### config.mk
export PLATFORM = sky130hd
export DESIGN_NAME = two_axis_encoder_positioner_flat
export DESIGN_NICKNAME = d
export VERILOG_FILES = /design/src/hw/rtl/tep_pkg.sv /design/src/hw/rtl/tep_cmd_if.sv /design/src/hw/rtl/tep_res_if.sv /design/src/hw/rtl/tep_axis.sv /design/src/hw/rtl/two_axis_encoder_positioner.sv /design/src/flat_wrapper.sv
export VERILOG_INCLUDE_DIRS = /design/src /design/src/hw/rtl
export SDC_FILE = /design/constraint.sdc
export NUM_CORES = 1
export LEC_CHECK = 0
export ABC_AREA = 1
export BUFFER_PORTS_ARGS = -buffer_cell sky130_fd_sc_hd__buf_4
export CAP_MARGIN = 20
export CELL_PAD_IN_SITES_DETAIL_PLACEMENT = 2
export CELL_PAD_IN_SITES_GLOBAL_PLACEMENT = 2
export CORE_MARGIN = 3
export CORE_UTILIZATION = 31
export CTS_BUF_LIST = sky130_fd_sc_hd__clkbuf_8
export CTS_CLUSTER_DIAMETER = 60
export DETAILED_ROUTE_END_ITERATION = 8
export PLACE_DENSITY_LB_ADDON = 0.1
export SYNTH_ARGS = -nofsm -noshare
export SYNTH_HDL_FRONTEND = slang
export SYNTH_SLANG_ARGS = --single-unit
### constraint.sdc
create_clock -name clk -period 3.9 [get_ports clk]
set_clock_uncertainty 0.2 [all_clocks]
set_input_delay 0.195 -clock clk [delete_from_list [all_inputs] [get_ports clk]]
set_output_delay 0.195 -clock clk [all_outputs]
set_load 0.1 [all_outputs]
### src/hw/rtl/two_axis_encoder_positioner_defines.svh
// ----------------------------------------------------------------------------
// two_axis_encoder_positioner_defines
// assertion macros shared by the positioner rtl
// ----------------------------------------------------------------------------
`ifndef TWO_AXIS_ENCODER_POSITIONER_DEFINES_SVH
`define TWO_AXIS_ENCODER_POSITIONER_DEFINES_SVH

// same-cycle implication under async reset
`define TEP_ASSERT_IMP(label, clk, rst_n, ante, cons) \
	label: assert property (@(posedge clk) disable iff (!rst_n) (ante) |-> (cons)) \
		else $error("tep assertion failed");

// next-cycle implication under async reset
`define TEP_ASSERT_NXT(label, clk, rst_n, ante, cons) \
	label: assert property (@(posedge clk) disable iff (!rst_n) (ante) |=> (cons)) \
		else $error("tep assertion failed");

`endif

### src/hw/rtl/tep_pkg.sv
// ----------------------------------------------------------------------------
// tep_pkg
// shared types and constants of the two-axis encoder positioner
// ----------------------------------------------------------------------------
package tep_pkg;

	// default signed position width
	localparam int POS_WIDTH_DEF = 17;

	// target and limit width
	localparam int TGT_WIDTH = 16;

	// reset value of the target limit register
	localparam logic [TGT_WIDTH-1:0] MAX_POSITION_RST = 16'd31745;

	// item opcodes
	typedef enum logic {
		OP_SAMPLE = 1'b0,
		OP_MOVE   = 1'b1
	} op_t;

	// result status codes
	typedef enum logic [1:0] {
		ST_OK    = 2'd0,
		ST_RANGE = 2'd1,
		ST_BUSY  = 2'd2
	} status_t;

	// configuration register indexes
	typedef enum logic [1:0] {
		CFG_MAX_POSITION = 2'd0,
		CFG_X_INVERT     = 2'd1,
		CFG_Y_INVERT     = 2'd2
	} cfg_idx_t;

	// per-axis control from the top level
	typedef struct packed {
		logic load;    // item transfer this cycle
		logic sample;  // item is a pin sample
		logic count;   // sample with previous levels held
		logic move;    // accepted move that includes this axis
		logic invert;  // reverse counting direction
	} axis_ctl_t;

	// per-axis status back to the top level
	typedef struct packed {
		logic forward;
		logic drive;
		logic drive_next;
	} axis_sts_t;

endpackage

### src/hw/rtl/tep_cmd_if.sv
// ----------------------------------------------------------------------------
// tep_cmd_if
// item channel: pin samples and move commands
// ----------------------------------------------------------------------------
interface tep_cmd_if;
	logic        valid;
	logic        ready;
	logic        op;
	logic        x_a;
	logic        x_b;
	logic        y_a;
	logic        y_b;
	logic        move_x_enable;
	logic        move_y_enable;
	logic [15:0] x_target;
	logic [15:0] y_target;

	modport source (
		output valid, op, x_a, x_b, y_a, y_b, move_x_enable, move_y_enable,
			x_target, y_target,
		input  ready
	);

	modport sink (
		input  valid, op, x_a, x_b, y_a, y_b, move_x_enable, move_y_enable,
			x_target, y_target,
		output ready
	);
endinterface

### src/hw/rtl/tep_res_if.sv
// ----------------------------------------------------------------------------
// tep_res_if
// result channel: positions, drive state and move status
// ----------------------------------------------------------------------------
interface tep_res_if #(
	parameter int POS_WIDTH = tep_pkg::POS_WIDTH_DEF
);
	logic                        valid;
	logic                        ready;
	logic signed [POS_WIDTH-1:0] x_count;
	logic signed [POS_WIDTH-1:0] y_count;
	logic                        x_forward;
	logic                        y_forward;
	logic                        x_drive;
	logic                        y_drive;
	logic                        busy_res;
	logic                        move_done;
	logic [1:0]                  status;

	modport source (
		output valid, x_count, y_count, x_forward, y_forward, x_drive, y_drive,
			busy_res, move_done, status,
		input  ready
	);

	modport sink (
		input  valid, x_count, y_count, x_forward, y_forward, x_drive, y_drive,
			busy_res, move_done, status,
		output ready
	);
endinterface

### src/hw/rtl/tep_axis.sv
// ----------------------------------------------------------------------------
// tep_axis
// one axis: x4 quadrature counter with saturation, goal and run state
// ----------------------------------------------------------------------------
module tep_axis #(
	parameter int POS_WIDTH = tep_pkg::POS_WIDTH_DEF
) (
	input  logic                               clk,
	input  logic                               arst_n,
	input  tep_pkg::axis_ctl_t                 ctl,
	input  logic                               pin_a,
	input  logic                               pin_b,
	input  logic [tep_pkg::TGT_WIDTH-1:0]      target,
	output logic signed [POS_WIDTH-1:0]        pos,
	output tep_pkg::axis_sts_t                 sts
);
	import tep_pkg::*;

	// compare width: holds the signed position and the unsigned goal
	localparam int CW = (POS_WIDTH > TGT_WIDTH) ? POS_WIDTH : TGT_WIDTH + 1;
	localparam logic signed [POS_WIDTH-1:0] P_MAX = {1'b0, {(POS_WIDTH-1){1'b1}}};
	localparam logic signed [POS_WIDTH-1:0] P_MIN = {1'b1, {(POS_WIDTH-1){1'b0}}};
	localparam logic [POS_WIDTH-1:0]        P_ONE = {{(POS_WIDTH-1){1'b0}}, 1'b1};

	logic signed [POS_WIDTH-1:0] pos_q;
	logic [TGT_WIDTH-1:0]        goal_q;
	logic                        fwd_q;
	logic                        run_q;
	logic                        pa_q;
	logic                        pb_q;

	logic                        a_chg;
	logic                        b_chg;
	logic                        up_raw;
	logic                        step;
	logic                        inc;
	logic                        dec;
	logic signed [POS_WIDTH-1:0] pos_cnt;
	logic signed [CW-1:0]        pos_ext;
	logic signed [CW-1:0]        cnt_ext;
	logic signed [CW-1:0]        goal_ext;
	logic signed [CW-1:0]        tgt_ext;
	logic                        reached;
	logic                        fwd_new;
	logic                        run_new;

	// quadrature step: a lone edge on one channel, both edges cancel
	always_comb begin
		a_chg  = pin_a != pa_q;
		b_chg  = pin_b != pb_q;
		step   = ctl.count && (a_chg ^ b_chg);
		up_raw = a_chg ? (pin_a == pin_b) : (pin_a != pin_b);
		inc    = step && (up_raw ^ ctl.invert);
		dec    = step && !(up_raw ^ ctl.invert);
	end

	// saturating count
	always_comb begin
		pos_cnt = pos_q;
		if (inc && pos_q != P_MAX) begin
			pos_cnt = pos_q + P_ONE;
		end else if (dec && pos_q != P_MIN) begin
			pos_cnt = pos_q - P_ONE;
		end
	end

	// goal compares
	assign pos_ext  = CW'(pos_q);
	assign cnt_ext  = CW'(pos_cnt);
	assign goal_ext = CW'(goal_q);
	assign tgt_ext  = CW'(target);
	assign reached  = fwd_q ? (cnt_ext >= goal_ext) : (cnt_ext <= goal_ext);
	assign fwd_new  = tgt_ext > pos_ext;
	assign run_new  = ctl.move ? (tgt_ext != pos_ext) : (run_q && !reached);

	// axis state
	always_ff @(posedge clk or negedge arst_n) begin
		if (!arst_n) begin
			pos_q  <= '0;
			goal_q <= '0;
			fwd_q  <= 1'b0;
			run_q  <= 1'b0;
			pa_q   <= 1'b0;
			pb_q   <= 1'b0;
		end else if (ctl.load) begin
			pos_q <= pos_cnt;
			run_q <= run_new;
			if (ctl.sample) begin
				pa_q <= pin_a;
				pb_q <= pin_b;
			end
			if (ctl.move) begin
				goal_q <= target;
				fwd_q  <= fwd_new;
			end
		end
	end

	assign pos            = pos_q;
	assign sts.forward    = fwd_q;
	assign sts.drive      = run_q;
	assign sts.drive_next = run_new;

endmodule

### src/hw/rtl/two_axis_encoder_positioner.sv
// ----------------------------------------------------------------------------
// two_axis_encoder_positioner
// two-axis point-to-point positioner with x4 quadrature decoding
// ----------------------------------------------------------------------------
//  channel  dir  contents
//  cmd      in   op, encoder levels, move enables and targets
//  res      out  counts, directions, drives, busy, move done, status
//  cfg      in   write enable, register index, 16-bit data
//
//  one item per clock while res is not stalled; each result is registered on its transfer
//  the axis state registers double as the result register, so a new item is
//  taken in the same cycle the pending result is transferred
//  a stalled result holds cmd off; reset initializes all state, no clearing pass
// ----------------------------------------------------------------------------
`include "two_axis_encoder_positioner_defines.svh"

module two_axis_encoder_positioner #(
	parameter int POS_WIDTH = tep_pkg::POS_WIDTH_DEF
) (
	input  logic                              clk,
	input  logic                              arst_n,
	input  logic                              cfg_we,
	input  logic [1:0]                        cfg_index,
	input  logic [tep_pkg::TGT_WIDTH-1:0]     cfg_data,
	tep_cmd_if.sink                           cmd,
	tep_res_if.source                         res
);
	import tep_pkg::*;

	logic [TGT_WIDTH-1:0] max_pos_q;
	logic                 x_inv_q;
	logic                 y_inv_q;
	logic                 captured_q;
	logic                 valid_q;
	logic                 done_q;
	status_t              status_q;

	logic                 in_xfer;
	logic                 is_move;
	logic                 busy;
	logic                 range_err;
	logic                 move_ok;
	logic                 done_new;
	status_t              status_new;
	axis_ctl_t            x_ctl;
	axis_ctl_t            y_ctl;
	axis_sts_t            x_sts;
	axis_sts_t            y_sts;

	// configuration writes
	always_ff @(posedge clk or negedge arst_n) begin
		if (!arst_n) begin
			max_pos_q <= MAX_POSITION_RST;
			x_inv_q   <= 1'b0;
			y_inv_q   <= 1'b1;
		end else if (cfg_we) begin
			case (cfg_index)
				CFG_MAX_POSITION: max_pos_q <= cfg_data;
				CFG_X_INVERT:     x_inv_q   <= cfg_data[0];
				CFG_Y_INVERT:     y_inv_q   <= cfg_data[0];
				default:          ;
			endcase
		end
	end

	// handshake: take an item whenever the result slot is free or draining
	assign cmd.ready = !valid_q || res.ready;
	assign in_xfer   = cmd.valid && cmd.ready;

	// move checks: busy first, then range
	assign is_move   = cmd.op == OP_MOVE;
	assign busy      = x_sts.drive || y_sts.drive;
	assign range_err = (cmd.move_x_enable && cmd.x_target > max_pos_q) ||
		(cmd.move_y_enable && cmd.y_target > max_pos_q);
	assign move_ok   = is_move && !busy && !range_err;

	always_comb begin
		status_new = ST_OK;
		if (is_move && busy) begin
			status_new = ST_BUSY;
		end else if (is_move && range_err) begin
			status_new = ST_RANGE;
		end
	end

	// done when a move starts nothing or the last running axis stops
	assign done_new = (move_ok || busy) && !x_sts.drive_next && !y_sts.drive_next;

	// axis controls
	always_comb begin
		x_ctl.load   = in_xfer;
		x_ctl.sample = !is_move;
		x_ctl.count  = !is_move && captured_q;
		x_ctl.move   = move_ok && cmd.move_x_enable;
		x_ctl.invert = x_inv_q;
		y_ctl        = x_ctl;
		y_ctl.move   = move_ok && cmd.move_y_enable;
		y_ctl.invert = y_inv_q;
	end

	tep_axis #(
		.POS_WIDTH (POS_WIDTH)
	) u_x_axis (
		.clk    (clk),
		.arst_n (arst_n),
		.ctl    (x_ctl),
		.pin_a  (cmd.x_a),
		.pin_b  (cmd.x_b),
		.target (cmd.x_target),
		.pos    (res.x_count),
		.sts    (x_sts)
	);

	tep_axis #(
		.POS_WIDTH (POS_WIDTH)
	) u_y_axis (
		.clk    (clk),
		.arst_n (arst_n),
		.ctl    (y_ctl),
		.pin_a  (cmd.y_a),
		.pin_b  (cmd.y_b),
		.target (cmd.y_target),
		.pos    (res.y_count),
		.sts    (y_sts)
	);

	// result slot and first-sample flag
	always_ff @(posedge clk or negedge arst_n) begin
		if (!arst_n) begin
			valid_q    <= 1'b0;
			done_q     <= 1'b0;
			status_q   <= ST_OK;
			captured_q <= 1'b0;
		end else begin
			if (in_xfer) begin
				valid_q  <= 1'b1;
				done_q   <= done_new;
				status_q <= status_new;
				if (!is_move) begin
					captured_q <= 1'b1;
				end
			end else if (res.ready) begin
				valid_q <= 1'b0;
			end
		end
	end

	// result fields
	assign res.valid     = valid_q;
	assign res.x_forward = x_sts.forward;
	assign res.y_forward = y_sts.forward;
	assign res.x_drive   = x_sts.drive;
	assign res.y_drive   = y_sts.drive;
	assign res.busy_res  = busy;
	assign res.move_done = done_q;
	assign res.status    = status_q;

	// a finished move leaves no axis running
	`TEP_ASSERT_IMP(a_done_idle, clk, arst_n, valid_q && done_q, !busy)
	// a rejected move never reports done
	`TEP_ASSERT_IMP(a_reject_no_done, clk, arst_n, valid_q && status_q != ST_OK, !done_q)
	// a move command never changes the counts
	`TEP_ASSERT_NXT(a_move_keeps_count, clk, arst_n, in_xfer && is_move,
		$stable(res.x_count) && $stable(res.y_count))
	// a move refused while busy leaves drive and direction alone
	`TEP_ASSERT_NXT(a_busy_hold, clk, arst_n, in_xfer && is_move && busy,
		$stable(x_sts.forward) && $stable(x_sts.drive) && $stable(y_sts.forward) && $stable(y_sts.drive))

endmodule
### src/flat_wrapper.sv
// flat-port wrapper written by rule: the top's interface ports become plain ports
module two_axis_encoder_positioner_flat import tep_pkg::*;
#(
	parameter int POS_WIDTH = tep_pkg::POS_WIDTH_DEF
)
  (clk, arst_n, cfg_we, cfg_index, cfg_data, cmd_valid, cmd_op, cmd_x_a, cmd_x_b, cmd_y_a, cmd_y_b, cmd_move_x_enable, cmd_move_y_enable, cmd_x_target, cmd_y_target, cmd_ready, res_valid, res_x_count, res_y_count, res_x_forward, res_y_forward, res_x_drive, res_y_drive, res_busy_res, res_move_done, res_status, res_ready);
  tep_cmd_if cmd_i ();
  tep_res_if #(.POS_WIDTH(POS_WIDTH)) res_i ();
  input  logic clk;
  input  logic arst_n;
  input  logic cfg_we;
  input  logic [1:0] cfg_index;
  input  logic [tep_pkg::TGT_WIDTH-1:0] cfg_data;
  input wire logic [$bits(cmd_i.valid)-1:0] cmd_valid;
  input wire logic [$bits(cmd_i.op)-1:0] cmd_op;
  input wire logic [$bits(cmd_i.x_a)-1:0] cmd_x_a;
  input wire logic [$bits(cmd_i.x_b)-1:0] cmd_x_b;
  input wire logic [$bits(cmd_i.y_a)-1:0] cmd_y_a;
  input wire logic [$bits(cmd_i.y_b)-1:0] cmd_y_b;
  input wire logic [$bits(cmd_i.move_x_enable)-1:0] cmd_move_x_enable;
  input wire logic [$bits(cmd_i.move_y_enable)-1:0] cmd_move_y_enable;
  input wire logic [$bits(cmd_i.x_target)-1:0] cmd_x_target;
  input wire logic [$bits(cmd_i.y_target)-1:0] cmd_y_target;
  output wire logic [$bits(cmd_i.ready)-1:0] cmd_ready;
  output wire logic [$bits(res_i.valid)-1:0] res_valid;
  output wire logic [$bits(res_i.x_count)-1:0] res_x_count;
  output wire logic [$bits(res_i.y_count)-1:0] res_y_count;
  output wire logic [$bits(res_i.x_forward)-1:0] res_x_forward;
  output wire logic [$bits(res_i.y_forward)-1:0] res_y_forward;
  output wire logic [$bits(res_i.x_drive)-1:0] res_x_drive;
  output wire logic [$bits(res_i.y_drive)-1:0] res_y_drive;
  output wire logic [$bits(res_i.busy_res)-1:0] res_busy_res;
  output wire logic [$bits(res_i.move_done)-1:0] res_move_done;
  output wire logic [$bits(res_i.status)-1:0] res_status;
  input wire logic [$bits(res_i.ready)-1:0] res_ready;
  assign cmd_i.valid = cmd_valid;
  assign cmd_i.op = cmd_op;
  assign cmd_i.x_a = cmd_x_a;
  assign cmd_i.x_b = cmd_x_b;
  assign cmd_i.y_a = cmd_y_a;
  assign cmd_i.y_b = cmd_y_b;
  assign cmd_i.move_x_enable = cmd_move_x_enable;
  assign cmd_i.move_y_enable = cmd_move_y_enable;
  assign cmd_i.x_target = cmd_x_target;
  assign cmd_i.y_target = cmd_y_target;
  assign cmd_ready = cmd_i.ready;
  assign res_valid = res_i.valid;
  assign res_x_count = res_i.x_count;
  assign res_y_count = res_i.y_count;
  assign res_x_forward = res_i.x_forward;
  assign res_y_forward = res_i.y_forward;
  assign res_x_drive = res_i.x_drive;
  assign res_y_drive = res_i.y_drive;
  assign res_busy_res = res_i.busy_res;
  assign res_move_done = res_i.move_done;
  assign res_status = res_i.status;
  assign res_i.ready = res_ready;
  two_axis_encoder_positioner #(.POS_WIDTH(POS_WIDTH)) u_core (.clk(clk), .arst_n(arst_n), .cfg_we(cfg_we), .cfg_index(cfg_index), .cfg_data(cfg_data), .cmd(cmd_i), .res(res_i));
endmodule
Word level (Yosys, flattened, before mapping). Index checks and enable logic that the tools add are counted.

Bits in registers: 97.

Add/subtract/negate cells: 4. Bitwise logic cells: 5. Muxes and demuxes: 14. Magnitude comparators: 8. Equal/unequal tests: 16. Reductions and logical operators: 46.

Operators by type and width (count): $mux 17 (4); $ne 17x17->1 const B (4); $add 17x1->17 const B (2); $ge 17x17->1 (2); $gt 17x17->1 (2); $le 17x17->1 (2); $ne 17x17->1 (2); $sub 17x1->17 const B (2); $gt 16x16->1 (2); $logic_and 1x1->1 (24); $reduce_and 2->1 (6); $logic_not 1->1 (10); $mux 1 (9); $ne 1x1->1 (6); $logic_or 1x1->1 (4); $xor 1x1->1 (4); $eq 1x1->1 (2); $eq 2x1->1 const B (1); $eq 2x2->1 const B (1); $logic_not 2->1 (1); $mux 2 (1); $reduce_bool 2->1 (1); $not 1->1 (1).

Depth between registers and ports, before layout.
Depth in word-level cells: 16. Mapped depth: 31.

Cells and area by module. From an unflattened synthesis, not the netlist that was laid out.

Cells, all modules: 1087. Area total of the unflattened synthesis: 8005.2 um^2.

Modules (own cells, without submodules): tep_axis (area an instance 3138.0 um^2, cells each 431, sequential area each 925.9 um^2, instances 2); two_axis_encoder_positioner (area an instance 1729.2 um^2, cells each 225, sequential area each 584.3 um^2, instances 1).

Least setup slack after synthesis. No wires, ideal clock.

Kind: reg-to-reg. From: reg u_core.u_x_axis.pos_q[0] (netlist: u_core.u_x_axis.pos[0]). To: reg u_core.done_q (netlist: u_core.res.move_done). Arrival: 4.269 ns. Cell stages (with the launch flop): 30. Clock period less this slack: 4.546 ns. Setup slack: -0.646 ns. Path buffers: 1. Cells stage by stage: dfrtp_1 ha_1 inv_1 nor3_2 nand2_1 nor2_1 nand3_1 nor4_1 ha_1 inv_1 nand3_1 nor2_2 inv_2 buf_6 nand3_1 o21ai_1 xor2_1 inv_1 ha_1 nand2_1 nor2_1 and2_1 nand2_1 nand3_1 nand2_1 nand2_1 nand3_1 nand3_1 nand3_1 o21ai_1.

Word-level cells in the longest chain between the ends: 12. Elaborated cells on any way between the ends: 18. Classes of those cells: add/sub: 2; order compare: 2; eq/ne: 3; mux: 4; reduce/logical: 7.

Ends and longest elaborated chain: start: declaration (RTL line tep_axis.sv:25) `logic signed [POS_WIDTH-1:0] pos_q;`; start signal: assignment (RTL line tep_axis.sv:86) `pos_q <= pos_cnt;`; parallel branches: the longest is 3 deep, another holds $sub 17x1->17; $mux 17 (*) (RTL line tep_axis.sv:60) `if (inc && pos_q != P_MAX) begin`; net u_core.u_x_axis.cnt_ext[12] (RTL line tep_axis.sv:40) `logic signed [CW-1:0] cnt_ext;`; $le 17x17->1 or $ge 17x17->1 (tied branches) (RTL line tep_axis.sv:72) `assign reached = fwd_q ? (cnt_ext >= goal_ext) : (cnt_ext <= goal_ext);`; $mux 1 (*) (RTL line tep_axis.sv:72); $logic_not 1->1 (*) (RTL line tep_axis.sv:74) `assign run_new = ctl.move ? (tgt_ext != pos_ext) : (run_q && !reached);`; $logic_and 1x1->1 (*) (RTL line tep_axis.sv:74); $mux 1 (*) (RTL line tep_axis.sv:74); $logic_not 1->1 (*) (RTL line two_axis_encoder_positioner.sv:87) `assign done_new = (move_ok || busy) && !x_sts.drive_next && !y_sts.drive_next;`; $logic_and 1x1->1 (*) (2 in series) (RTL line two_axis_encoder_positioner.sv:87); end signal: assignment (RTL line two_axis_encoder_positioner.sv:137) `done_q <= done_new;`; end: declaration (RTL line two_axis_encoder_positioner.sv:35) `logic done_q;`.

Mark *: on every way through the listed nets, which the timed path passes. A chain may end at the register's enable or synchronous reset.

Worst setup path in the final report.
From: reg u_core.u_x_axis.pos_q[1] (netlist: u_core.u_x_axis.pos[1]). To: reg u_core.done_q (netlist: u_core.res.move_done).

The elaborated chain is that of the path after synthesis.

==> run metrics <==
count of flip-flops with a built-in enable after synthesis 0; GPL Wtd Cong 0.811; antenna cells 0; FF-to-FF setup slack -0.22 ns; highest metal used met4; Iteration-0 DRC Markers roughly 340; critical path's largest stage delay around 0.45 ns; IO buf count about 110; Sink Count 97; Root Driver clkbuf_8; initial antenna violation count 0; Area growth syn-to-layout 38.2%; Die X about 170 microns; largest net degree at the start of global routing 59; Worst-path clk slew ~0.12 ns; syn_nets 1263; remaining antenna violation count 0; setup ws final -0.219 ns; Netlist cell types 53; Tightest Pin Transition approximately 0.88 ns; CTS Buffer Depth 2; CTS buffer count 9; CP most frequent cell buf_4; Final setup viols 3; FMAX about 240 MHz; met1 wire length roughly 15000 microns; Cell Pwr Density around 780 nW/um^2; main flop type after synthesis dfrtp_1; run status finished, violations left; routed wire length 33100 microns; number of core rows just under 60; DP Cell Count 1563; CP max-delay cell dfrtp_4; Avg Inst Size Synth 7.27 sq um; Async SR Flop Fraction 100%; CP Launch Type register; CTS tree done; height of the chip 166 microns; mapped cell area 7980 sq um; HPWL after DPL between 20000 and 25000 microns; DR vias about 8300; CP endpoint kind register; Clock Latency Late Sink 0.40 ns; crit path max fanout 2; share of layout cells above drive strength 1 26.9%; Synth top area share 28.2%; area of the core roughly 25000 sq um; met3 wire length 641 microns; Peak supply drop ~0.55 mV; global-route wire length before repair 52300 microns; Post-Route Utilization between 40% and 50%; Max Cap Viol 0; Slew headroom around two fifths; vias per inst between 5 and 6; vias in the first global route 9296; drt wl/cell 19.9 microns; commonest non-fill, non-tap cell in the layout nand2_1; # H-tree levels 3; Final Hold Vio Count 0; drt drc 0; RSZ-0062 raised after global routing yes; CP Buf/Inv Count 11; Setup CP Type reg -> reg; Synth warnings 0; Final Max Tran Viols 0; Place WS -0.289 ns; Initial Util a little under a third; number of synthesized register bits a little under 100; Tmin final just over 4 ns; worst path required time ~4.0 ns; violated checks setup timing; Leak Pwr around 5.5 nW; grt ovf 0; part of the Yosys area used for sequential elements slightly above 30%; final worst-path cycle share 106%; DIE AREA ~28000 sq um; commonest cells after routing, fill and taps aside nand2_1 (275), buf_4 (181), inv_1 (120); Final nets around 1500; CP delay by family, top buffers and inverters; First-pass DRT Iterations 4; top cell type by total area after synthesis dfrtp_1; Gate Count Post-Synth between 1000 and 1500; gr usage total 23.7%; met2 routed WL 16800 microns; Crit path arrival time 4.26 ns; Hold WC Path Type in -> reg; final non-filler cell total about 1700; largest cells by area after synthesis dfrtp_1 (28%), ha_1 (16%), nand2_1 (14%); # IOs roughly 110
timing repair:
item                                    in CTS  in global routing
resized for setup                           23                 67
pin swaps                                    5                 51
hold buffers                                59                  0
endpoints found under the setup margin       3                  3
hold endpoints to repair                   107                  0
buffers inserted                            15                 14
synthesized netlist by cell type, types with 2 or more instances:
master    count
nand2_1     291
inv_1       125
ha_1        103
dfrtp_1      90
nor2_1       85
o21ai_0      77
a21oi_1      55
nand3_1      41
xor2_1       33
o21ai_1      26
inv_2        22
nand4_1      20
nor3_1       14
buf_2         9
nor2_2        9
clkbuf_1      8
dfstp_2       7
o21ai_2       7
mux2i_1       6
nor4_1        6
o21a_1        5
a211oi_1      4
a31oi_1       4
buf_6         4
nand2_2       4
nor3_2        4
a21o_1        3
buf_1         3
nor2_4        3
and2_1        2
and3_1        2
buf_4         2
o21bai_1      2
o22ai_1       2
o31ai_1       2
worst register-to-register path, delay by kind of cell (launching register included):
kind	cells	cell delay (ns)
buffers and inverters	11	1.23
adder cells (fa/ha/maj)	2	0.39
flip-flops	1	0.45
XOR/XNOR	1	0.25
AO/OA/AOI/OAI	3	0.46
AND/OR/NAND/NOR	12	1.06
routing by layer:
| metal | track usage (%) | up-vias |
|---|---|---|
| met5 | 0 | - |
| met4 | 5.20 | 0 |
| met3 | 2.52 | 29 |
| met2 | 42.3 | 116 |
| met1 | 31.2 | 4158 |
| li1 | - | 4045 |
stage by stage:
step	TNS, ns	hold WS, ns	power [mW]	cell area, sq um
final	-0.533	0.0296	8.56	11000
after global routing	-1.32	0.0357	9.25	11000
after CTS	-0.223	0.00308	8.18	10600
after detailed placement	-0.709	0.167	7.17	9560
after global placement	-0.523	0.165	6.98	9560
after floorplan	-0.0752	-0.301	5.44	8080
logic make-up (layout without fill, tap and decap cells):
family          count (synthesis)  after routing  share of synthesized area (%)
buf+inv                       175            414                           8.87
xor+xnor                       34             34                           3.83
mux                             6              6                          0.753
compound gates                195            195                           13.6
simple gates                  488            488                           26.2
fa+ha+maj                     103            103                           16.1
flops                          97             97                           30.5
state kept, by name, indices dropped and copies added, names as in the netlist:
register and cells:
u_core.u_x_axis.pa_q 1, u_core.x_inv_q 1, u_core.u_y_axis.run_q 1, u_core.u_x_axis.fwd_q 1, u_core.captured_q 1, u_core.u_y_axis.pos 17, u_core.u_x_axis.pos 17, u_core.res.status 2
u_core.res.valid 1, u_core.u_x_axis.goal_q 16, u_core.u_y_axis.pa_q 1, u_core.max_pos_q 16, u_core.res.move_done 1, u_core.u_y_axis.fwd_q 1, u_core.u_y_axis.goal_q 16, u_core.u_y_axis.pb_q 1
u_core.u_x_axis.pb_q 1, u_core.u_x_axis.run_q 1, u_core.y_inv_q 1
worst paths after layout:
check,cells past startpoint,start,end
worst max-delay path,29,u_core.u_x_axis.pos[1],u_core.res.move_done
worst min-delay path,3,cmd_move_y_enable,u_core.u_y_axis.goal_q[0]
worst max register to register,29,u_core.u_x_axis.pos[1],u_core.res.move_done
worst min register to register,2,u_core.captured_q,u_core.captured_q
max in group asynchronous,3,arst_n,u_core.max_pos_q[12]
min in group asynchronous,2,arst_n,u_core.u_x_axis.pos[0]
final cells by class:
cell class,instances,area (sq um)
clock buffer,9,124
clock inverter,7,106
fill,2924,14200
inverter,149,569
multi-input combinational,826,5270
sequential,97,2480
tap,330,413
timing repair buffer,249,2070
power breakdown:
part           internal [mW]  switching (mW)  total (mW)
Combinational           1.86            4.15        6.01
Clock                  0.375           0.438       0.812
Sequential              1.43           0.311        1.74
(Power assumes the default switching activity.)
